`src/hdl/assert_macros.svh`:
```
// Assertion helpers for the RTL of the SD card host, included by sdsh_seq.
`ifndef ASSERT_MACROS_SVH
`define ASSERT_MACROS_SVH

// Checked on every rising clock edge outside of reset.
`define SDSH_ASSERT(label, prop, msg) \
  label: assert property (@(posedge clk_i) disable iff (!rst_ni) prop) else $error(msg);

// Checked on every rising clock edge, reset included.
`define SDSH_ASSERT_ALWAYS(label, prop, msg) \
  label: assert property (@(posedge clk_i) prop) else $error(msg);

`endif

```
`src/hdl/sdsh_pkg.sv`:
```
`timescale 1ns / 1ps
package sdsh_pkg;

  localparam int BLOCK_BYTES_DEF = 512;

  localparam logic [1:0] REQ_INIT = 2'd0;
  localparam logic [1:0] REQ_READ = 2'd1;
  localparam logic [1:0] REQ_XCHG = 2'd2;

  localparam logic [1:0] CFG_ACMD41_LIMIT = 2'd0;
  localparam logic [1:0] CFG_OCR_POLL     = 2'd1;
  localparam logic [1:0] CFG_WAKEUP       = 2'd2;
  localparam logic [1:0] CFG_V1_ROUNDS    = 2'd3;

  localparam logic [5:0] ACMD41_LIMIT_RST = 6'd50;
  localparam logic [3:0] OCR_POLL_RST     = 4'd5;
  localparam logic [4:0] WAKEUP_RST       = 5'd20;
  localparam logic [2:0] V1_ROUNDS_RST    = 3'd5;

  localparam logic [5:0] CMD_GO_IDLE   = 6'd0;
  localparam logic [5:0] CMD_SEND_IF   = 6'd8;
  localparam logic [5:0] CMD_READ_BLK  = 6'd17;
  localparam logic [5:0] CMD_OP_COND   = 6'd41;
  localparam logic [5:0] CMD_APP       = 6'd55;
  localparam logic [5:0] CMD_READ_OCR  = 6'd58;

  localparam logic [7:0]  CRC_CMD0    = 8'h95;
  localparam logic [7:0]  CRC_CMD8    = 8'h87;
  localparam logic [7:0]  CRC_DUMMY   = 8'h01;
  localparam logic [31:0] ARG_CMD8    = 32'h0000_01AA;
  localparam logic [31:0] ARG_HCS     = 32'h4000_0000;
  localparam logic [15:0] R7_ECHO     = 16'h01AA;
  localparam logic [7:0]  R1_IDLE     = 8'h01;
  localparam logic [7:0]  R1_READY    = 8'h00;
  localparam logic [7:0]  R1_ILLEGAL  = 8'h05;
  localparam logic [7:0]  BUS_IDLE    = 8'hFF;
  localparam logic [7:0]  DATA_TOKEN  = 8'hFE;
  localparam logic [7:0]  CMD_START   = 8'h40;
  localparam int          CCS_BIT     = 6;

  localparam int CMD_BYTES   = 6;
  localparam int R7_BYTES    = 4;
  localparam int GAP_BYTES   = 2;
  localparam int OCR_BYTES   = 4;
  localparam int TAIL_BYTES  = 10;
  localparam int PAD_BYTES   = 10;
  localparam int TRAIL_BYTES = 3;

  localparam logic [1:0] KIND_UNKNOWN = 2'd0;
  localparam logic [1:0] KIND_V1      = 2'd1;
  localparam logic [1:0] KIND_V2_SC   = 2'd2;
  localparam logic [1:0] KIND_V2_HC   = 2'd3;

  typedef struct packed {
    logic [5:0] acmd41_retry_limit;
    logic [3:0] ocr_poll_limit;
    logic [4:0] wakeup_bytes;
    logic [2:0] v1_init_rounds;
  } cfg_t;

  typedef struct packed {
    logic [7:0] tx_byte;
    logic       tx_valid;
    logic       chip_select_low;
    logic [7:0] data_byte;
    logic       data_valid;
    logic       data_last;
    logic       done_res;
    logic       failed;
    logic [1:0] card_kind;
  } res_t;

  function automatic logic [7:0] frame_byte(input logic [5:0] cmd, input logic [31:0] arg,
                                            input logic [7:0] crc, input logic [2:0] idx);
    logic [7:0] b;
    case (idx)
      3'd0:    b = CMD_START | {2'b00, cmd};
      3'd1:    b = arg[31:24];
      3'd2:    b = arg[23:16];
      3'd3:    b = arg[15:8];
      3'd4:    b = arg[7:0];
      default: b = crc;
    endcase
    return b;
  endfunction

endpackage

```
`src/hdl/sdsh_if.sv`:
```
`timescale 1ns / 1ps
interface sdsh_req_if;
  logic        valid;
  logic        ready;
  logic [1:0]  req_type;
  logic [31:0] sector;
  logic [7:0]  rx_byte;
  modport source(output valid, req_type, sector, rx_byte, input ready);
  modport sink(input valid, req_type, sector, rx_byte, output ready);
endinterface

interface sdsh_res_if;
  logic       valid;
  logic       ready;
  logic [7:0] tx_byte;
  logic       tx_valid;
  logic       chip_select_low;
  logic [7:0] data_byte;
  logic       data_valid;
  logic       data_last;
  logic       done_res;
  logic       failed;
  logic [1:0] card_kind;
  modport source(output valid, tx_byte, tx_valid, chip_select_low, data_byte, data_valid,
                 data_last, done_res, failed, card_kind, input ready);
  modport sink(input valid, tx_byte, tx_valid, chip_select_low, data_byte, data_valid,
               data_last, done_res, failed, card_kind, output ready);
endinterface

interface sdsh_cfg_if;
  logic       valid;
  logic       ready;
  logic [1:0] index;
  logic [7:0] data;
  modport source(output valid, index, data, input ready);
  modport sink(input valid, index, data, output ready);
endinterface

```
`src/hdl/sdsh_cfg.sv`:
```
`timescale 1ns / 1ps
module sdsh_cfg (
  input  logic             clk_i,
  input  logic             rst_ni,
  sdsh_cfg_if.sink         cfg_i,
  output sdsh_pkg::cfg_t   cfg_o
);

  sdsh_pkg::cfg_t cfg_q;

  assign cfg_i.ready = 1'b1;
  assign cfg_o       = cfg_q;

  always_ff @(posedge clk_i or negedge rst_ni) begin
    if (!rst_ni) begin
      cfg_q.acmd41_retry_limit <= sdsh_pkg::ACMD41_LIMIT_RST;
      cfg_q.ocr_poll_limit     <= sdsh_pkg::OCR_POLL_RST;
      cfg_q.wakeup_bytes       <= sdsh_pkg::WAKEUP_RST;
      cfg_q.v1_init_rounds     <= sdsh_pkg::V1_ROUNDS_RST;
    end else if (cfg_i.valid) begin
      unique case (cfg_i.index)
        sdsh_pkg::CFG_ACMD41_LIMIT: cfg_q.acmd41_retry_limit <= cfg_i.data[5:0];
        sdsh_pkg::CFG_OCR_POLL:     cfg_q.ocr_poll_limit     <= cfg_i.data[3:0];
        sdsh_pkg::CFG_WAKEUP:       cfg_q.wakeup_bytes       <= cfg_i.data[4:0];
        sdsh_pkg::CFG_V1_ROUNDS:    cfg_q.v1_init_rounds     <= cfg_i.data[2:0];
        default: ;
      endcase
    end
  end

endmodule

```
`src/hdl/sdsh_seq.sv`:
```
`timescale 1ns / 1ps
`include "assert_macros.svh"
module sdsh_seq #(
  parameter int BLOCK_BYTES = sdsh_pkg::BLOCK_BYTES_DEF
) (
  input  logic             clk_i,
  input  logic             rst_ni,
  input  logic             step_i,
  input  logic [1:0]       req_type_i,
  input  logic [31:0]      sector_i,
  input  logic [7:0]       rx_byte_i,
  input  sdsh_pkg::cfg_t   cfg_i,
  output sdsh_pkg::res_t   res_o
);

  localparam int IdxW = ($clog2(BLOCK_BYTES) > 5) ? $clog2(BLOCK_BYTES) : 5;

  localparam logic [IdxW:0]   CmdLen   = (IdxW + 1)'(sdsh_pkg::CMD_BYTES);
  localparam logic [IdxW:0]   R7Len    = (IdxW + 1)'(sdsh_pkg::R7_BYTES);
  localparam logic [IdxW:0]   GapLen   = (IdxW + 1)'(sdsh_pkg::GAP_BYTES);
  localparam logic [IdxW:0]   OcrLen   = (IdxW + 1)'(sdsh_pkg::OCR_BYTES);
  localparam logic [IdxW:0]   TailLen  = (IdxW + 1)'(sdsh_pkg::TAIL_BYTES);
  localparam logic [IdxW:0]   PadLen   = (IdxW + 1)'(sdsh_pkg::PAD_BYTES);
  localparam logic [IdxW:0]   TrailLen = (IdxW + 1)'(sdsh_pkg::TRAIL_BYTES);
  localparam logic [IdxW:0]   BlockLen = (IdxW + 1)'(BLOCK_BYTES);
  localparam logic [IdxW-1:0] LastIdx  = IdxW'(BLOCK_BYTES - 1);

  typedef enum logic [4:0] {
    PH_IDLE, PH_WAKE, PH_CMD0, PH_CMD0_R, PH_CMD8, PH_CMD8_R, PH_R7,
    PH_CMD55, PH_CMD55_R, PH_GAP, PH_ACMD41, PH_ACMD41_R, PH_CMD58,
    PH_CMD58_R, PH_OCR, PH_TAIL, PH_V1_CMD55, PH_V1_PAD55, PH_V1_CMD41,
    PH_V1_PAD41, PH_CMD17, PH_CMD17_R, PH_TOKEN, PH_DATA, PH_TRAIL
  } phase_e;

  phase_e          phase_q, phase_d;
  logic [IdxW-1:0] idx_q, idx_d;
  logic [5:0]      retry_q, retry_d;
  logic [2:0]      round_q, round_d;
  logic [15:0]     echo_q, echo_d;
  logic [7:0]      ocr_q, ocr_d;
  logic [1:0]      kind_q, kind_d;
  logic [31:0]     sector_q, sector_d;

  logic [IdxW:0]   idx_inc;
  logic [5:0]      retry_inc;
  logic [2:0]      round_inc;
  logic [15:0]     echo_nxt;
  logic [1:0]      tail_kind;
  logic [2:0]      frame_idx;
  logic            done, fail, dv, dlast;
  logic [7:0]      dbyte;

  assign idx_inc   = {1'b0, idx_q} + (IdxW + 1)'(1);
  assign retry_inc = retry_q + 6'd1;
  assign round_inc = round_q + 3'd1;
  assign echo_nxt  = {echo_q[7:0], rx_byte_i};
  assign tail_kind = ocr_q[sdsh_pkg::CCS_BIT] ? sdsh_pkg::KIND_V2_HC : sdsh_pkg::KIND_V2_SC;

  always_comb begin
    phase_d  = phase_q;
    idx_d    = idx_q;
    retry_d  = retry_q;
    round_d  = round_q;
    echo_d   = echo_q;
    ocr_d    = ocr_q;
    kind_d   = kind_q;
    sector_d = sector_q;
    done     = 1'b0;
    fail     = 1'b0;
    dv       = 1'b0;
    dlast    = 1'b0;
    dbyte    = 8'h00;
    if (step_i) begin
      case (req_type_i)
        sdsh_pkg::REQ_INIT: begin
          kind_d  = sdsh_pkg::KIND_UNKNOWN;
          retry_d = '0;
          round_d = '0;
          echo_d  = '0;
          ocr_d   = '0;
          idx_d   = '0;
          phase_d = (cfg_i.wakeup_bytes == 5'd0) ? PH_CMD0 : PH_WAKE;
        end
        sdsh_pkg::REQ_READ: begin
          sector_d = sector_i;
          idx_d    = '0;
          phase_d  = PH_CMD17;
        end
        sdsh_pkg::REQ_XCHG: begin
          unique case (phase_q) inside
            PH_IDLE: ;
            PH_WAKE: begin
              idx_d = idx_inc[IdxW-1:0];
              if (idx_inc >= (IdxW + 1)'(cfg_i.wakeup_bytes)) begin
                idx_d   = '0;
                phase_d = PH_CMD0;
              end
            end
            PH_CMD0, PH_CMD8, PH_CMD55, PH_ACMD41, PH_CMD58, PH_V1_CMD55,
            PH_V1_CMD41, PH_CMD17: begin
              idx_d = idx_inc[IdxW-1:0];
              if (idx_inc >= CmdLen) begin
                idx_d = '0;
                unique case (phase_q)
                  PH_CMD0:     phase_d = PH_CMD0_R;
                  PH_CMD8:     phase_d = PH_CMD8_R;
                  PH_CMD55:    phase_d = PH_CMD55_R;
                  PH_ACMD41:   phase_d = PH_ACMD41_R;
                  PH_V1_CMD55: phase_d = PH_V1_PAD55;
                  PH_V1_CMD41: phase_d = PH_V1_PAD41;
                  PH_CMD58: begin
                    if (cfg_i.ocr_poll_limit == 4'd0) begin
                      kind_d  = tail_kind;
                      phase_d = PH_TAIL;
                    end else begin
                      phase_d = PH_CMD58_R;
                    end
                  end
                  default:     phase_d = PH_CMD17_R;
                endcase
              end
            end
            PH_CMD0_R: begin
              if (rx_byte_i == sdsh_pkg::R1_IDLE) begin
                phase_d = PH_CMD8;
              end else if (rx_byte_i != sdsh_pkg::BUS_IDLE) begin
                phase_d = PH_IDLE;
                done    = 1'b1;
                fail    = 1'b1;
              end
            end
            PH_CMD8_R: begin
              if (rx_byte_i == sdsh_pkg::R1_ILLEGAL) begin
                kind_d  = sdsh_pkg::KIND_V1;
                round_d = '0;
                if (cfg_i.v1_init_rounds == 3'd0) begin
                  phase_d = PH_IDLE;
                  done    = 1'b1;
                end else begin
                  phase_d = PH_V1_CMD55;
                end
              end else if (rx_byte_i == sdsh_pkg::R1_IDLE) begin
                kind_d  = sdsh_pkg::KIND_V2_SC;
                echo_d  = '0;
                phase_d = PH_R7;
              end
            end
            PH_R7: begin
              echo_d = echo_nxt;
              idx_d  = idx_inc[IdxW-1:0];
              if (idx_inc >= R7Len) begin
                idx_d = '0;
                if (echo_nxt == sdsh_pkg::R7_ECHO) begin
                  retry_d = '0;
                  phase_d = PH_CMD55;
                end else begin
                  phase_d = PH_CMD0;
                end
              end
            end
            PH_CMD55_R: begin
              if (rx_byte_i != sdsh_pkg::BUS_IDLE) begin
                phase_d = PH_GAP;
              end
            end
            PH_GAP: begin
              idx_d = idx_inc[IdxW-1:0];
              if (idx_inc >= GapLen) begin
                idx_d   = '0;
                phase_d = PH_ACMD41;
              end
            end
            PH_ACMD41_R: begin
              if (rx_byte_i == sdsh_pkg::R1_READY) begin
                ocr_d   = '0;
                phase_d = PH_CMD58;
              end else if (rx_byte_i != sdsh_pkg::BUS_IDLE) begin
                if (retry_inc >= cfg_i.acmd41_retry_limit) begin
                  retry_d = '0;
                  phase_d = PH_CMD0;
                end else begin
                  retry_d = retry_inc;
                  phase_d = PH_CMD55;
                end
              end
            end
            PH_CMD58_R: begin
              idx_d = idx_inc[IdxW-1:0];
              if (rx_byte_i == sdsh_pkg::R1_READY) begin
                idx_d   = '0;
                phase_d = PH_OCR;
              end else if (idx_inc >= (IdxW + 1)'(cfg_i.ocr_poll_limit)) begin
                idx_d   = '0;
                kind_d  = tail_kind;
                phase_d = PH_TAIL;
              end
            end
            PH_OCR: begin
              if (idx_q == '0) begin
                ocr_d = rx_byte_i;
              end
              idx_d = idx_inc[IdxW-1:0];
              if (idx_inc >= OcrLen) begin
                idx_d   = '0;
                kind_d  = tail_kind;
                phase_d = PH_TAIL;
              end
            end
            PH_TAIL: begin
              idx_d = idx_inc[IdxW-1:0];
              if (idx_inc >= TailLen) begin
                idx_d   = '0;
                phase_d = PH_IDLE;
                done    = 1'b1;
              end
            end
            PH_V1_PAD55: begin
              idx_d = idx_inc[IdxW-1:0];
              if (idx_inc >= PadLen) begin
                idx_d   = '0;
                phase_d = PH_V1_CMD41;
              end
            end
            PH_V1_PAD41: begin
              idx_d = idx_inc[IdxW-1:0];
              if (idx_inc >= PadLen) begin
                idx_d   = '0;
                round_d = round_inc;
                if (round_inc >= cfg_i.v1_init_rounds) begin
                  phase_d = PH_IDLE;
                  done    = 1'b1;
                end else begin
                  phase_d = PH_V1_CMD55;
                end
              end
            end
            PH_CMD17_R: begin
              if (rx_byte_i == sdsh_pkg::R1_READY) begin
                phase_d = PH_TOKEN;
              end
            end
            PH_TOKEN: begin
              if (rx_byte_i == sdsh_pkg::DATA_TOKEN) begin
                phase_d = PH_DATA;
              end
            end
            PH_DATA: begin
              dv    = 1'b1;
              dbyte = rx_byte_i;
              dlast = (idx_q == LastIdx);
              idx_d = idx_inc[IdxW-1:0];
              if (idx_inc >= BlockLen) begin
                idx_d   = '0;
                phase_d = PH_TRAIL;
              end
            end
            PH_TRAIL: begin
              idx_d = idx_inc[IdxW-1:0];
              if (idx_inc >= TrailLen) begin
                idx_d   = '0;
                phase_d = PH_IDLE;
                done    = 1'b1;
              end
            end
            default: begin
              idx_d   = '0;
              phase_d = PH_IDLE;
            end
          endcase
        end
        default: ;
      endcase
    end
  end

  // The byte to send next follows from the updated phase and position.
  always_comb begin
    frame_idx = (idx_d > IdxW'(5)) ? 3'd5 : idx_d[2:0];
    res_o.tx_byte = sdsh_pkg::BUS_IDLE;
    unique case (phase_d) inside
      PH_CMD0: res_o.tx_byte = sdsh_pkg::frame_byte(sdsh_pkg::CMD_GO_IDLE, 32'd0,
                                                   sdsh_pkg::CRC_CMD0, frame_idx);
      PH_CMD8: res_o.tx_byte = sdsh_pkg::frame_byte(sdsh_pkg::CMD_SEND_IF, sdsh_pkg::ARG_CMD8,
                                                   sdsh_pkg::CRC_CMD8, frame_idx);
      PH_CMD55, PH_V1_CMD55:
        res_o.tx_byte = sdsh_pkg::frame_byte(sdsh_pkg::CMD_APP, 32'd0,
                                             sdsh_pkg::CRC_DUMMY, frame_idx);
      PH_ACMD41: res_o.tx_byte = sdsh_pkg::frame_byte(sdsh_pkg::CMD_OP_COND, sdsh_pkg::ARG_HCS,
                                                     sdsh_pkg::CRC_DUMMY, frame_idx);
      PH_V1_CMD41: res_o.tx_byte = sdsh_pkg::frame_byte(sdsh_pkg::CMD_OP_COND, 32'd0,
                                                       sdsh_pkg::CRC_DUMMY, frame_idx);
      PH_CMD58: res_o.tx_byte = sdsh_pkg::frame_byte(sdsh_pkg::CMD_READ_OCR, 32'd0,
                                                    sdsh_pkg::CRC_DUMMY, frame_idx);
      PH_CMD17: res_o.tx_byte = sdsh_pkg::frame_byte(sdsh_pkg::CMD_READ_BLK, sector_d,
                                                    sdsh_pkg::CRC_DUMMY, frame_idx);
      default: res_o.tx_byte = sdsh_pkg::BUS_IDLE;
    endcase
    res_o.tx_valid        = (phase_d != PH_IDLE);
    res_o.chip_select_low = (phase_d != PH_IDLE) && (phase_d != PH_WAKE);
    res_o.data_byte       = dbyte;
    res_o.data_valid      = dv;
    res_o.data_last       = dlast;
    res_o.done_res        = done;
    res_o.failed          = fail;
    res_o.card_kind       = kind_d;
  end

  always_ff @(posedge clk_i or negedge rst_ni) begin
    if (!rst_ni) begin
      phase_q  <= PH_IDLE;
      idx_q    <= '0;
      retry_q  <= '0;
      round_q  <= '0;
      echo_q   <= '0;
      ocr_q    <= '0;
      kind_q   <= sdsh_pkg::KIND_UNKNOWN;
      sector_q <= '0;
    end else begin
      phase_q  <= phase_d;
      idx_q    <= idx_d;
      retry_q  <= retry_d;
      round_q  <= round_d;
      echo_q   <= echo_d;
      ocr_q    <= ocr_d;
      kind_q   <= kind_d;
      sector_q <= sector_d;
    end
  end

  `SDSH_ASSERT(a_data_only_in_block, res_o.data_valid |-> step_i && phase_q == PH_DATA, "payload byte outside the data phase")
  `SDSH_ASSERT(a_block_end_to_trail, step_i && req_type_i == sdsh_pkg::REQ_XCHG && phase_q == PH_DATA && idx_q == LastIdx |=> phase_q == PH_TRAIL && idx_q == '0, "last payload byte did not enter the trailer")
  `SDSH_ASSERT_ALWAYS(a_fail_ends_sequence, res_o.failed |-> res_o.done_res && !res_o.tx_valid, "failure without ending the sequence")

endmodule

```
`src/hdl/sd_card_spi_mode_host.sv`:
```
`timescale 1ns / 1ps
// SD card host sequencer for SPI mode, one transfer per SPI byte.
// The req_i channel carries requests: start init, start block read with a
// sector argument, or a completed byte exchange with the byte received.
// Every request produces exactly one transfer on res_o: the next byte to
// shift out with its chip select, an optional payload byte with a last flag,
// a done pulse with a failure flag, and the detected card kind.
// The cfg_i channel writes the retry, poll, wake-up and v1 round limits; it is
// always ready and should only be written while the block is idle.
// A request is captured in an input register, and its result is computed
// from it into the result register when that register is free or being
// drained; the result stays valid on res_o until it is taken.
// Throughput is one request per cycle as long as res_o is drained.
// When res_o stalls, the result register holds and the input register takes
// a request only while empty; once full, req_i.ready stays low until res_o moves.
// Reset clears the valid flags of both registers, returns the sequencer to
// idle with card kind unknown, and restores the default limits.
module sd_card_spi_mode_host #(
  parameter int BLOCK_BYTES = sdsh_pkg::BLOCK_BYTES_DEF
) (
  input  logic       clk_i,
  input  logic       rst_ni,
  sdsh_req_if.sink   req_i,
  sdsh_res_if.source res_o,
  sdsh_cfg_if.sink   cfg_i
);

  sdsh_pkg::cfg_t cfg;
  sdsh_pkg::res_t res, res_q;

  logic        in_valid_q;
  logic [1:0]  req_type_q;
  logic [31:0] sector_q;
  logic [7:0]  rx_byte_q;
  logic        res_valid_q;
  logic        advance;

  assign advance     = in_valid_q && (!res_valid_q || res_o.ready);
  assign req_i.ready = !in_valid_q || advance;

  sdsh_cfg u_cfg (
    .clk_i  (clk_i),
    .rst_ni (rst_ni),
    .cfg_i  (cfg_i),
    .cfg_o  (cfg)
  );

  sdsh_seq #(
    .BLOCK_BYTES (BLOCK_BYTES)
  ) u_seq (
    .clk_i      (clk_i),
    .rst_ni     (rst_ni),
    .step_i     (advance),
    .req_type_i (req_type_q),
    .sector_i   (sector_q),
    .rx_byte_i  (rx_byte_q),
    .cfg_i      (cfg),
    .res_o      (res)
  );

  always_ff @(posedge clk_i or negedge rst_ni) begin
    if (!rst_ni) begin
      in_valid_q <= 1'b0;
    end else if (req_i.ready) begin
      in_valid_q <= req_i.valid;
    end
  end

  always_ff @(posedge clk_i) begin
    if (req_i.valid && req_i.ready) begin
      req_type_q <= req_i.req_type;
      sector_q   <= req_i.sector;
      rx_byte_q  <= req_i.rx_byte;
    end
  end

  always_ff @(posedge clk_i or negedge rst_ni) begin
    if (!rst_ni) begin
      res_valid_q <= 1'b0;
    end else if (advance) begin
      res_valid_q <= 1'b1;
    end else if (res_o.ready) begin
      res_valid_q <= 1'b0;
    end
  end

  always_ff @(posedge clk_i) begin
    if (advance) begin
      res_q <= res;
    end
  end

  assign res_o.valid           = res_valid_q;
  assign res_o.tx_byte         = res_q.tx_byte;
  assign res_o.tx_valid        = res_q.tx_valid;
  assign res_o.chip_select_low = res_q.chip_select_low;
  assign res_o.data_byte       = res_q.data_byte;
  assign res_o.data_valid      = res_q.data_valid;
  assign res_o.data_last       = res_q.data_last;
  assign res_o.done_res        = res_q.done_res;
  assign res_o.failed          = res_q.failed;
  assign res_o.card_kind       = res_q.card_kind;

endmodule
```
`src/flat_wrapper.sv`:
```
// flat-port wrapper written by rule: the top's interface ports become plain ports
module sd_card_spi_mode_host_flat 
#(
  parameter int BLOCK_BYTES = sdsh_pkg::BLOCK_BYTES_DEF
)
  (clk_i, rst_ni, req_i_valid, req_i_req_type, req_i_sector, req_i_rx_byte, req_i_ready, res_o_valid, res_o_tx_byte, res_o_tx_valid, res_o_chip_select_low, res_o_data_byte, res_o_data_valid, res_o_data_last, res_o_done_res, res_o_failed, res_o_card_kind, res_o_ready, cfg_i_valid, cfg_i_index, cfg_i_data, cfg_i_ready);
  sdsh_req_if req_i_i ();
  sdsh_res_if res_o_i ();
  sdsh_cfg_if cfg_i_i ();
  input  logic clk_i;
  input  logic rst_ni;
  input wire logic [$bits(req_i_i.valid)-1:0] req_i_valid;
  input wire logic [$bits(req_i_i.req_type)-1:0] req_i_req_type;
  input wire logic [$bits(req_i_i.sector)-1:0] req_i_sector;
  input wire logic [$bits(req_i_i.rx_byte)-1:0] req_i_rx_byte;
  output wire logic [$bits(req_i_i.ready)-1:0] req_i_ready;
  output wire logic [$bits(res_o_i.valid)-1:0] res_o_valid;
  output wire logic [$bits(res_o_i.tx_byte)-1:0] res_o_tx_byte;
  output wire logic [$bits(res_o_i.tx_valid)-1:0] res_o_tx_valid;
  output wire logic [$bits(res_o_i.chip_select_low)-1:0] res_o_chip_select_low;
  output wire logic [$bits(res_o_i.data_byte)-1:0] res_o_data_byte;
  output wire logic [$bits(res_o_i.data_valid)-1:0] res_o_data_valid;
  output wire logic [$bits(res_o_i.data_last)-1:0] res_o_data_last;
  output wire logic [$bits(res_o_i.done_res)-1:0] res_o_done_res;
  output wire logic [$bits(res_o_i.failed)-1:0] res_o_failed;
  output wire logic [$bits(res_o_i.card_kind)-1:0] res_o_card_kind;
  input wire logic [$bits(res_o_i.ready)-1:0] res_o_ready;
  input wire logic [$bits(cfg_i_i.valid)-1:0] cfg_i_valid;
  input wire logic [$bits(cfg_i_i.index)-1:0] cfg_i_index;
  input wire logic [$bits(cfg_i_i.data)-1:0] cfg_i_data;
  output wire logic [$bits(cfg_i_i.ready)-1:0] cfg_i_ready;
  assign req_i_i.valid = req_i_valid;
  assign req_i_i.req_type = req_i_req_type;
  assign req_i_i.sector = req_i_sector;
  assign req_i_i.rx_byte = req_i_rx_byte;
  assign req_i_ready = req_i_i.ready;
  assign res_o_valid = res_o_i.valid;
  assign res_o_tx_byte = res_o_i.tx_byte;
  assign res_o_tx_valid = res_o_i.tx_valid;
  assign res_o_chip_select_low = res_o_i.chip_select_low;
  assign res_o_data_byte = res_o_i.data_byte;
  assign res_o_data_valid = res_o_i.data_valid;
  assign res_o_data_last = res_o_i.data_last;
  assign res_o_done_res = res_o_i.done_res;
  assign res_o_failed = res_o_i.failed;
  assign res_o_card_kind = res_o_i.card_kind;
  assign res_o_i.ready = res_o_ready;
  assign cfg_i_i.valid = cfg_i_valid;
  assign cfg_i_i.index = cfg_i_index;
  assign cfg_i_i.data = cfg_i_data;
  assign cfg_i_ready = cfg_i_i.ready;
  sd_card_spi_mode_host #(.BLOCK_BYTES(BLOCK_BYTES)) u_core (.clk_i(clk_i), .rst_ni(rst_ni), .req_i(req_i_i), .res_o(res_o_i), .cfg_i(cfg_i_i));
endmodule
```
`config.mk`:
```
export PLATFORM = sky130hd
export DESIGN_NAME = sd_card_spi_mode_host_flat
export DESIGN_NICKNAME = d
export VERILOG_FILES = /design/src/hdl/sdsh_pkg.sv /design/src/hdl/sdsh_if.sv /design/src/hdl/sdsh_cfg.sv /design/src/hdl/sdsh_seq.sv /design/src/hdl/sd_card_spi_mode_host.sv /design/src/flat_wrapper.sv
export VERILOG_INCLUDE_DIRS = /design/src /design/src/hdl
export SDC_FILE = /design/constraint.sdc
export NUM_CORES = 1
export LEC_CHECK = 0
export ABC_AREA = 1
export CORE_MARGIN = 8
export CORE_UTILIZATION = 69
export CTS_CLUSTER_SIZE = 25
export DETAILED_ROUTE_END_ITERATION = 8
export DONT_BUFFER_PORTS = 1
export PLACE_DENSITY = 0.89
export SLEW_MARGIN = 20
export SYNTH_ARGS = -nofsm -noshare
export SYNTH_HDL_FRONTEND = slang
export SYNTH_SLANG_ARGS = --single-unit
```
`constraint.sdc`:
```
create_clock -name clk_i -period 6.4 [get_ports clk_i]
set_clock_uncertainty 0.1 [all_clocks]
set_input_delay 0.64 -clock clk_i [delete_from_list [all_inputs] [get_ports clk_i]]
set_output_delay 0.64 -clock clk_i [all_outputs]
set_load 0.01 [all_outputs]
```
* Word level (Yosys, flattened, before mapping)
Index checks and enable logic that the tools add are counted.
** Storage, ports and cells
- Bits in registers :: 158
- Input bits :: 57
- Logic and storage cells :: 237
** Cells by class
- $add $sub $neg :: 3
- Order comparisons :: 11
- Eq/ne operators :: 62
- Multiplexer cells :: 97
- Reductions and logical operators :: 38
** Operator list (count)
- $mux 5 :: 24
- $mux 9 :: 10
- $pmux 5 s18 :: 1
- $pmux 9 s9 :: 1
- $pmux 7 s2 :: 5
- $mux 32 :: 2
- $eq 5x5->1 const B :: 12
- $pmux 8 s7 :: 1
- $eq 5x4->1 const B :: 10
- $pmux 8 s2 :: 3
- $ne 3x3->1 const B :: 14
- $pmux 8 s5 :: 1
- $pmux 5 s7 :: 1
- $pmux 8 s4 :: 1
- $eq 5x3->1 const B :: 6
- $mux 6 :: 5
- $pmux 6 s2 :: 2
- $mux 2 :: 11
- $pmux 7 s3 :: 1
- $ge 10x2->1 const B :: 2
- $ge 10x3->1 const B :: 2
- $pmux 9 s2 :: 1
- $eq 16x9->1 const B :: 1
- $mux 8 :: 2
- 50 further kinds :: 92

* Longest topological paths before layout
Gate-level depths: netlist of run 1.
- Depth after elaboration :: 13
- Mapped depth :: 28

* Hierarchy
A second synthesis of run 1 with hierarchy kept.
** Second synthesis, totals
- Cells, all modules :: 1112
- Area total of the unflattened synthesis :: 8799.7 sq um
** Modules (own cells, without submodules)
- sdsh_seq :: instances 1, cells each 949, area an instance 5904.4 sq um
- sd_card_spi_mode_host :: instances 1, cells each 78, area an instance 2077.0 sq um
- sdsh_cfg :: instances 1, cells each 85, area an instance 818.3 sq um

* Least setup slack after synthesis of run 1
Ideal clock, no wire load.
- Path type :: in2reg
- Start point :: in res_o_ready
- End point :: reg u_core.res_q, in the netlist u_core.res_o.tx_byte[0] (data pin)
- Setup time :: 254 ps
- Arrival :: 3114 ps
- Required time :: 6046 ps
- Path slack :: 2932 ps
- Stages :: 18
- Buffers on the path :: 1
- Cell sequence :: inv_1 > nand2_1 > nand2_1 > inv_1 > nand2_1 > nand2_2 > clkinv_1 > a22oi_1 > nand2_1 > nor2_2 > nand3_1 > nor2_4 > buf_6 > nand2_1 > nand3_1 > nand2_1 > nor2_1 > nand2_1
** RTL lines
- start: declaration :: RTL line flat_wrapper.sv:27 : input wire logic [$bits(res_o_i.ready)-1:0] res_o_ready;
- end signal: assignment :: RTL line sd_card_spi_mode_host.sv:89 : res_q <= res;
- end: declaration :: RTL line sd_card_spi_mode_host.sv:29 : sdsh_pkg::res_t res, res_q;

==> summary.md, run 1 <==
| Metric | Value |
|---|---|
| Largest fanout on the critical path | `13` |
| Count of pins over their slew limit | `0` |
| Path category of the worst min-delay check | `input port to asynchronous set/reset pin` |
| Vertical extent of the die | `about 130 µm` |
| Layout cells sized above 1 | `0.168` |
| Worst slew slack as a fraction of its limit | `0.384` |
| Combinational Power Share | `0.311` |
| Half-perimeter wire length after detailed placement | `about 17000 µm` |
| Required time at the worst-slack endpoint | `between 6000 and 7000 ps` |
| Number of enable-type register cells in the synthesized netlist | `66` |
| Crit. End Element | `flip-flop` |
| Outcome | `finished, final reports clean` |
| TritonCTS clock tree | `done` |
| Mapped Nets | `roughly 1100` |
| Grt ovf | `0` |
| Remaining number of nets flagged by the antenna check after routing | `0` |
| Number of buffers created by CTS | `17` |
| Switching component of the power | `1340 µW` |
| Via count | `approximately 7600` |
| Relative contribution of sequential cells to total power | `0.396` |
| Slew at the pin closest to its max-slew limit | `about 920 ps` |
| CORE AREA | `between 10000 and 15000 µm²` |
| Final number of hold-violating endpoints | `0` |
| Register bit count reported by yosys | `~150` |
| Clock network power share | `0.294` |
| Overall die area | `about 17000 µm²` |
| H-tree lvl count | `4` |
| Area of the mapped netlist | `~8900 µm²` |
| Synth warnings | `0` |
| Final critical path time including I/O delays and setup | `4290 ps` |
| Routed WL | `around 23000 µm` |
| Element type at the critical path start | `flip-flop` |
| Site row count | `41` |
| Maximum VDD drop | `between 0.2 and 0.25 mV` |
| Internal power of the cells | `roughly 2100 µW` |
| Initial cell density of the core | `0.706` |
| Sequential area share after synthesis | `0.465` |
| DRC violation total after the first TritonRoute iteration | `1022` |
| Number of cells produced by synthesis | `roughly 1000` |
| Fmax | `233 MHz` |
| Largest buffer count on any clock path | `2` |
| Leakage power total | `0.00445 µW` |
| Setup violation total in the final timing report | `0` |
| Maximum number of pins on one net before global-route repair | `87` |
| Detailed-route vias per instance | `roughly 6.1` |
| Worst hold margin | `~18 ps` |
| Count of cell types in the netlist | `50` |
| MaxCap Viol Count | `0` |
| Asr flop ratio synth | `0.566` |
| Average cell area after synthesis | `roughly 8.5 µm²` |
| CTS clock-pin slew for the worst setup and hold paths | `70 ps` |
| Clock insertion delay at the later pin of the skew report | `about 440 ps` |
| Arrival time worst endpoint | `4490 ps` |
| Antenna violations before repair | `2` |
| GP Congestion | `between 0.9 and 1` |
| Remaining routing DRC violations | `0` |
| Main flop type after synthesis | `dfrtp_1` |
| RSZ-0062 raised after global routing | `no` |
| Switching part of the total power | `0.391` |
| GRT Overall Usage | `0.288` |
| Final total negative setup slack | `0 ps` |
| Port buffer count | `0` |
| Length of the first detailed-routing pass in iterations | `7` |
| DIE WIDTH | `~130 µm` |
| Period utilisation layout | `0.671` |
| Root cell of the clock tree | `clkbuf_16` |
| Worst setup path category | `flip-flop to flip-flop` |
| Routed length per placed instance | `roughly 19 µm` |
| Utilization of the core after routing | `0.770` |
| Area growth from synthesis to layout | `8.95%` |
| Power density cells | `354 nW/µm²` |
| # clock sinks | `152` |
| Filler cell count in the final layout | `around 890` |
| Global-route wire length before repair | `37000 µm` |
| Via count of the first global-routing pass | `between 7000 and 8000` |
| Total I/O pin count | `84` |
| Net total in the final layout | `1140` |
[sequential cells by signal, indices dropped and copies added, names as in the netlist, 2 cells and up]
| name | flops |
|---|---|
| u_core.req_type_q | 2 |
| u_core.res_o.card_kind | 2 |
| u_core.res_o.data_byte | 8 |
| u_core.res_o.tx_byte | 8 |
| u_core.rx_byte_q | 8 |
| u_core.sector_q | 32 |
| u_core.u_cfg.cfg_o | 18 |
| u_core.u_seq.echo_q | 8 |
| u_core.u_seq.idx_q | 9 |
| u_core.u_seq.kind_q | 2 |
| u_core.u_seq.phase_q | 5 |
| u_core.u_seq.retry_q | 6 |
| u_core.u_seq.round_q | 3 |
| u_core.u_seq.sector_q | 32 |
[power groups by stage]
stage	logic (µW)	registers, µW	clock network [µW]
2_1_floorplan	809	1310	0
3_3_place_gp	980	1370	0
3_5_place_dp	1000	1380	0
4_1_cts	1040	1360	1020
5_1_grt	1170	1380	1060
6_report	1070	1360	1010
[final timing paths]
check / from / to / cells past startpoint / slack, ps
min reg2reg: u_core.u_cfg.cfg_o[10] / u_core.u_cfg.cfg_o[10] / 2 / 390
max reg2reg: u_core.u_seq.idx_q[0] / u_core.res_o.tx_byte[6] / 19 / 2110
max: u_core.u_seq.idx_q[0] / u_core.res_o.tx_byte[6] / 19 / 2110
max in group asynchronous: rst_ni / u_core.u_cfg.cfg_o[13] / 1 / 5830
min in group clk_i: req_i_sector[5] / u_core.sector_q[5] / 0 / 190
min: rst_ni / u_core.u_seq.round_q[2] / 1 / 20
[cell usage after synthesis, drive strengths merged (8+ instances only)]
library cell / count / area (µm²)
edfxtp: 66 / 1980
nor2: 133 / 686
o21ai: 56 / 280
nand4: 29 / 203
a21oi: 22 / 125
nor3: 15 / 85.1
nand2: 284 / 1200
ha: 25 / 313
inv: 142 / 533
nand3: 103 / 593
dfrtp: 77 / 1930
dfstp: 9 / 236
mux2: 30 / 338
buf: 8 / 58.8
[timing repair]
action	in CTS	in global routing
gates resized for setup	0	0
buffers inserted	0	0
hold endpoints to repair	86	0
hold buffers	1	0
[per-stage QoR]
step	cells	power, µW	worst slack (ps)	instance area [µm²]
after CTS	1243	3410	2230	9700
after global routing	1244	3600	1910	9710
after detailed placement	1210	2380	2270	9070
after floorplan	1049	2120	2930	8910
after global placement	1210	2350	2340	9070
final	1244	3440	2110	9710
[worst max-delay path, stage by stage, from the launching register on]
cell and delay (ps):
dfrtp_1 620, ha_1 280, nand2_1 130, inv_1 100
nand3_1 100, nor2_1 100, ha_1 270, inv_1 80
nand2_2 100, nor2_1 180, nand3_4 170, nand4_1 130
nand4_1 150, a21oi_2 430, nand4_4 370, inv_2 180
nor2_1 90, nor2_2 280, o21ai_1 170, nand3_1 120
[cell usage in the layout (no fill, tap or decap), types with 17 or more instances in the layout]
| master | Yosys | final |
|---|---|---|
| edfxtp_1 | 66 | 66 |
| a21oi_1 | 18 | 18 |
| mux2_2 | 30 | 30 |
| nand4_1 | 27 | 27 |
| clkbuf_16 | 0 | 17 |
| o21ai_0 | 50 | 50 |
| nor2_1 | 101 | 100 |
| inv_2 | 18 | 18 |
| ha_1 | 25 | 25 |
| inv_1 | 124 | 124 |
| nand2_1 | 248 | 248 |
| nand3_1 | 95 | 95 |
| nor2_2 | 16 | 17 |
| dfrtp_1 | 77 | 77 |
| nand2_2 | 27 | 27 |
[cells by family (layout without fill, tap and decap cells)]
kind of cell	Yosys count	count (layout)	synth area share
and+or+nand+nor	571	571	0.316
buffers and inverters	160	182	0.0706
DFF	152	152	0.465
AOI/OAI and AO/OA	103	103	0.0675
muxes	32	32	0.0401
adders and majority gates	25	25	0.0351
xor gates and xnor gates	5	5	0.00491
other	1	2	0.000421
[layout make-up]
type / instances / area, µm² / share of cell area
clock inverters: 15 / 178 / 0.0183
inverters: 146 / 548 / 0.0564
well taps: 172 / 215 / 0.0222
repair buffers: 4 / 50.0 / 0.00515
multi-input cells: 737 / 4150 / 0.427
diodes: 1 / 2.50 / 0.000258
flip-flops and latches: 152 / 4150 / 0.427
clock buffers: 17 / 425 / 0.0438
[layer usage]
| metal | global-route usage | wire, µm | share of wire | up-vias |
|---|---|---|---|---|
| li1 | - | - | - | 3510 |
| met1 | 0.382 | 9830 | 0.42 | 3600 |
| met2 | 0.451 | 10800 | 0.46 | 398 |
| met3 | 0.0768 | 2240 | 0.095 | 59 |
| met4 | 0.0977 | 621 | 0.026 | 2 |
| met5 | 0 | 8 | 0.00034 | - |
Power figures use the tool's default switching activity.
==> run 2: changes to the inputs <==
CORE_UTILIZATION = 64   (was 69)
PLACE_DENSITY = 0.84   (was 0.89)
clock period = 4.1 ns   (was 6.4 ns; I/O delays follow)
==> run 2 against run 1 <==
Effect of this change: clock-buffer cell count stayed put; combinational power is 65% higher; critical path depth grew 4; sequential share of layout area is 2.1 points lower; clock power is 44% higher; via count is 1.3% higher; largest power group unchanged.
==> summary.md, run 2 (synthesis results as in run 1) <==
| Metric | Value |
|---|---|
| Worst setup path category | `flip-flop to flip-flop` |
| Critical-path cell list | `ha_1 > nand2_1 > inv_1 > nand3_1 > nor2_1 > ha_1 > a21oi_1 > nand3_4 > nor2_8 > nand3_1 > nand3_1 > nor2_1 > nand4_1 > nand2_1 > nand2_1 > nand2_1 > nand2_1 > nor2_4 > buf_4 > o21ai_1 > nand2_1 > o21ai_1 > nand3_1` |
| Setup violation total in the final timing report | `0 (unchanged)` |
| Initial cell density of the core | `0.650 (-0.0566)` |
| MaxCap Viol Count | `0 (unchanged)` |
| RSZ-0062 raised after global routing | `no` |
| Fmax | `260 MHz (+12%)` |
| Antenna violations before repair | `0 (-2)` |
| Net total in the final layout | `1199 (+5.2%)` |
| Global-route wire length before repair | `39700 µm (+7.5%)` |
| Global Route met3 Usage | `0.0628 (-0.0140)` |
| Area growth from synthesis to layout | `14.5%` |
| Layout cells sized above 1 | `0.172 (+0.00392)` |
| Met2 capacity usage during global routing | `0.460 (+0.00911)` |
| Largest stage delay, worst path | `390 ps (-230 ps)` |
| DRC violation total after the first TritonRoute iteration | `760 (-26%)` |
| Routed length per placed instance | `19.2 µm (+1.8%)` |
| Via count of the first global-routing pass | `7387 (+1.7%)` |
| Count of pins over their slew limit | `0 (unchanged)` |
| Via count | `7664 (+1.3%)` |
| H-tree lvl count | `4 (unchanged)` |
| Maximum VDD drop | `0.405 mV (+64%)` |
| Met1 Resource Use GR | `0.381 (-0.00154)` |
| DIE WIDTH | `134 µm (+3.4%)` |
| Power density cells | `524 nW/µm² (+48%)` |
| CORE AREA | `13700 µm² (+8.7%)` |
| Most Frequent Cell on Critical Path | `nand2_1` |
| Clock insertion delay at the later pin of the skew report | `430 ps (about the same)` |
| Worst slew slack as a fraction of its limit | `0.577 (+0.193)` |
| Overall die area | `18000 µm² (+6.8%)` |
| Most common library cell in the layout ignoring fill and taps | `nand2_1` |
| Remaining number of nets flagged by the antenna check after routing | `0 (unchanged)` |
| Slew at the pin closest to its max-slew limit | `633 ps (-287 ps)` |
| Path category of the worst min-delay check | `input port to flip-flop` |
| Overall Power | `5340 µW (+56%)` |
| CTS clock-pin slew for the worst setup and hold paths | `70 ps (about the same)` |
| # clock sinks | `152 (unchanged)` |
| Grt ovf | `0 (unchanged)` |
| Total I/O pin count | `84 (unchanged)` |
| Leakage power total | `0.00467 µW (+4.9%)` |
| Seq. cell area | `4150 µm² (unchanged)` |
| Area of combinational cells with multiple inputs | `4140 µm² (-0.15%)` |
| Routed WL | `25100 µm (+7.1%)` |
| Half-perimeter wire length after detailed placement | `17900 µm (+5.8%)` |
| Filler cell count in the final layout | `1001 (+12%)` |
| Final critical path time including I/O delays and setup | `3850 ps (-446 ps)` |
| GP Congestion | `0.987 (+1.1%)` |
| Remaining routing DRC violations | `0 (unchanged)` |
| Site row count | `43 (+4.9%)` |
| Number of antenna cells inserted | `0 (-1)` |
| Busiest layer in global routing | `met2` |
| TritonCTS clock tree | `done` |
| Port buffer count | `0 (unchanged)` |
| Cell type of the slowest stage on the worst timing path | `dfrtp_1` |
| Maximum number of pins on one net before global-route repair | `87 (unchanged)` |
| Worst hold margin | `11.9 ps (-5.68 ps)` |
| Crit. End Element | `flip-flop` |
| Required time at the worst-slack endpoint | `4170 ps (-2430 ps)` |
| Vertical extent of the die | `134 µm (+3.4%)` |
| Largest buffer count on any clock path | `2 (unchanged)` |
| Largest fanout on the critical path | `9 (-4)` |
| Arrival time worst endpoint | `3920 ps (-570 ps)` |
| Root cell of the clock tree | `clkbuf_16` |
| Element type at the critical path start | `flip-flop` |
| Period utilisation layout | `0.938 (+0.268)` |
| GRT Overall Usage | `0.285 (-0.00342)` |
| Number of buffers created by CTS | `17 (unchanged)` |
| Final total negative setup slack | `0 ps (unchanged)` |
| Outcome | `finished, final reports clean` |
| Detailed-route vias per instance | `5.86 (-3.7%)` |
| Length of the first detailed-routing pass in iterations | `5 (-2)` |
| Highest-count cells in the layout ignoring fill and taps | `248 x nand2_1, 123 x inv_1, 100 x nor2_1` |
| Final number of hold-violating endpoints | `0 (unchanged)` |
==> run 2: final cells by class <==
type | count | share of cell area
inverters | 146 | 0.0541
multi-input cells | 737 | 0.406
clock buffers | 17 | 0.0417
flip-flops and latches | 152 | 0.406
repair buffers | 63 | 0.0589
well taps | 180 | 0.0221
clock inverters | 13 | 0.0110
==> run 2: where the power goes <==
part / internal (µW) / switching, µW / total [µW]
Sequential: 1920 / 209 / 2130
Clock: 785 / 661 / 1450
Combinational: 591 / 1180 / 1770
==> run 2: worst paths after layout <==
check / startpoint / end / slack, ps / depth (start not counted)
max in group asynchronous: rst_ni / u_core.u_cfg.cfg_o[10] / 3100 / 2
min in group asynchronous: rst_ni / u_core.u_seq.echo_q[6] / 450 / 2
min: cfg_i_data[4] / u_core.u_cfg.cfg_o[16] / 10 / 2
max reg2reg: u_core.u_seq.idx_q[0] / u_core.res_o.tx_byte[6] / 250 / 23
max: u_core.u_seq.idx_q[0] / u_core.res_o.tx_byte[6] / 250 / 23
min reg2reg: u_core.u_cfg.cfg_o[9] / u_core.u_cfg.cfg_o[9] / 390 / 2
==> run 2: timing repair <==
action	CTS	global route
endpoints found under the hold margin	128	0
hold buffers	44	0
endpoints found under the setup margin	0	1
buffers inserted	0	2
gates resized for setup	0	1
==> run 2: through the flow <==
stage | util | std cells | setup slack, ps | area [µm²]
final | 0.744 | 1308 | 253 | 10200
after detailed placement | 0.670 | 1232 | 339 | 9190
after global placement | 0.670 | 1232 | 425 | 9190
after floorplan | - | 1049 | 712 | 8910
after global routing | 0.744 | 1308 | 3.95 | 10200
after CTS | 0.742 | 1306 | 309 | 10200
==> run 2: critical path, delay by kind of cell (launching register included) <==
kind                     cells  cell delay [ps]
buffers and inverters        2              240
flip-flops                   1              390
AO/OA/AOI/OAI                3              560
AND/OR/NAND/NOR             16             1730
adder cells (fa/ha/maj)      2              570
==> run 2: layer usage <==
| layer | vias up | part of all wire | wire length [µm] |
|---|---|---|---|
| met5 | - | 0 | 0 |
| met4 | 0 | 0.016 | 407 |
| met3 | 40 | 0.087 | 2180 |
| met2 | 372 | 0.48 | 12100 |
| met1 | 3628 | 0.42 | 10500 |
| li1 | 3624 | - | - |
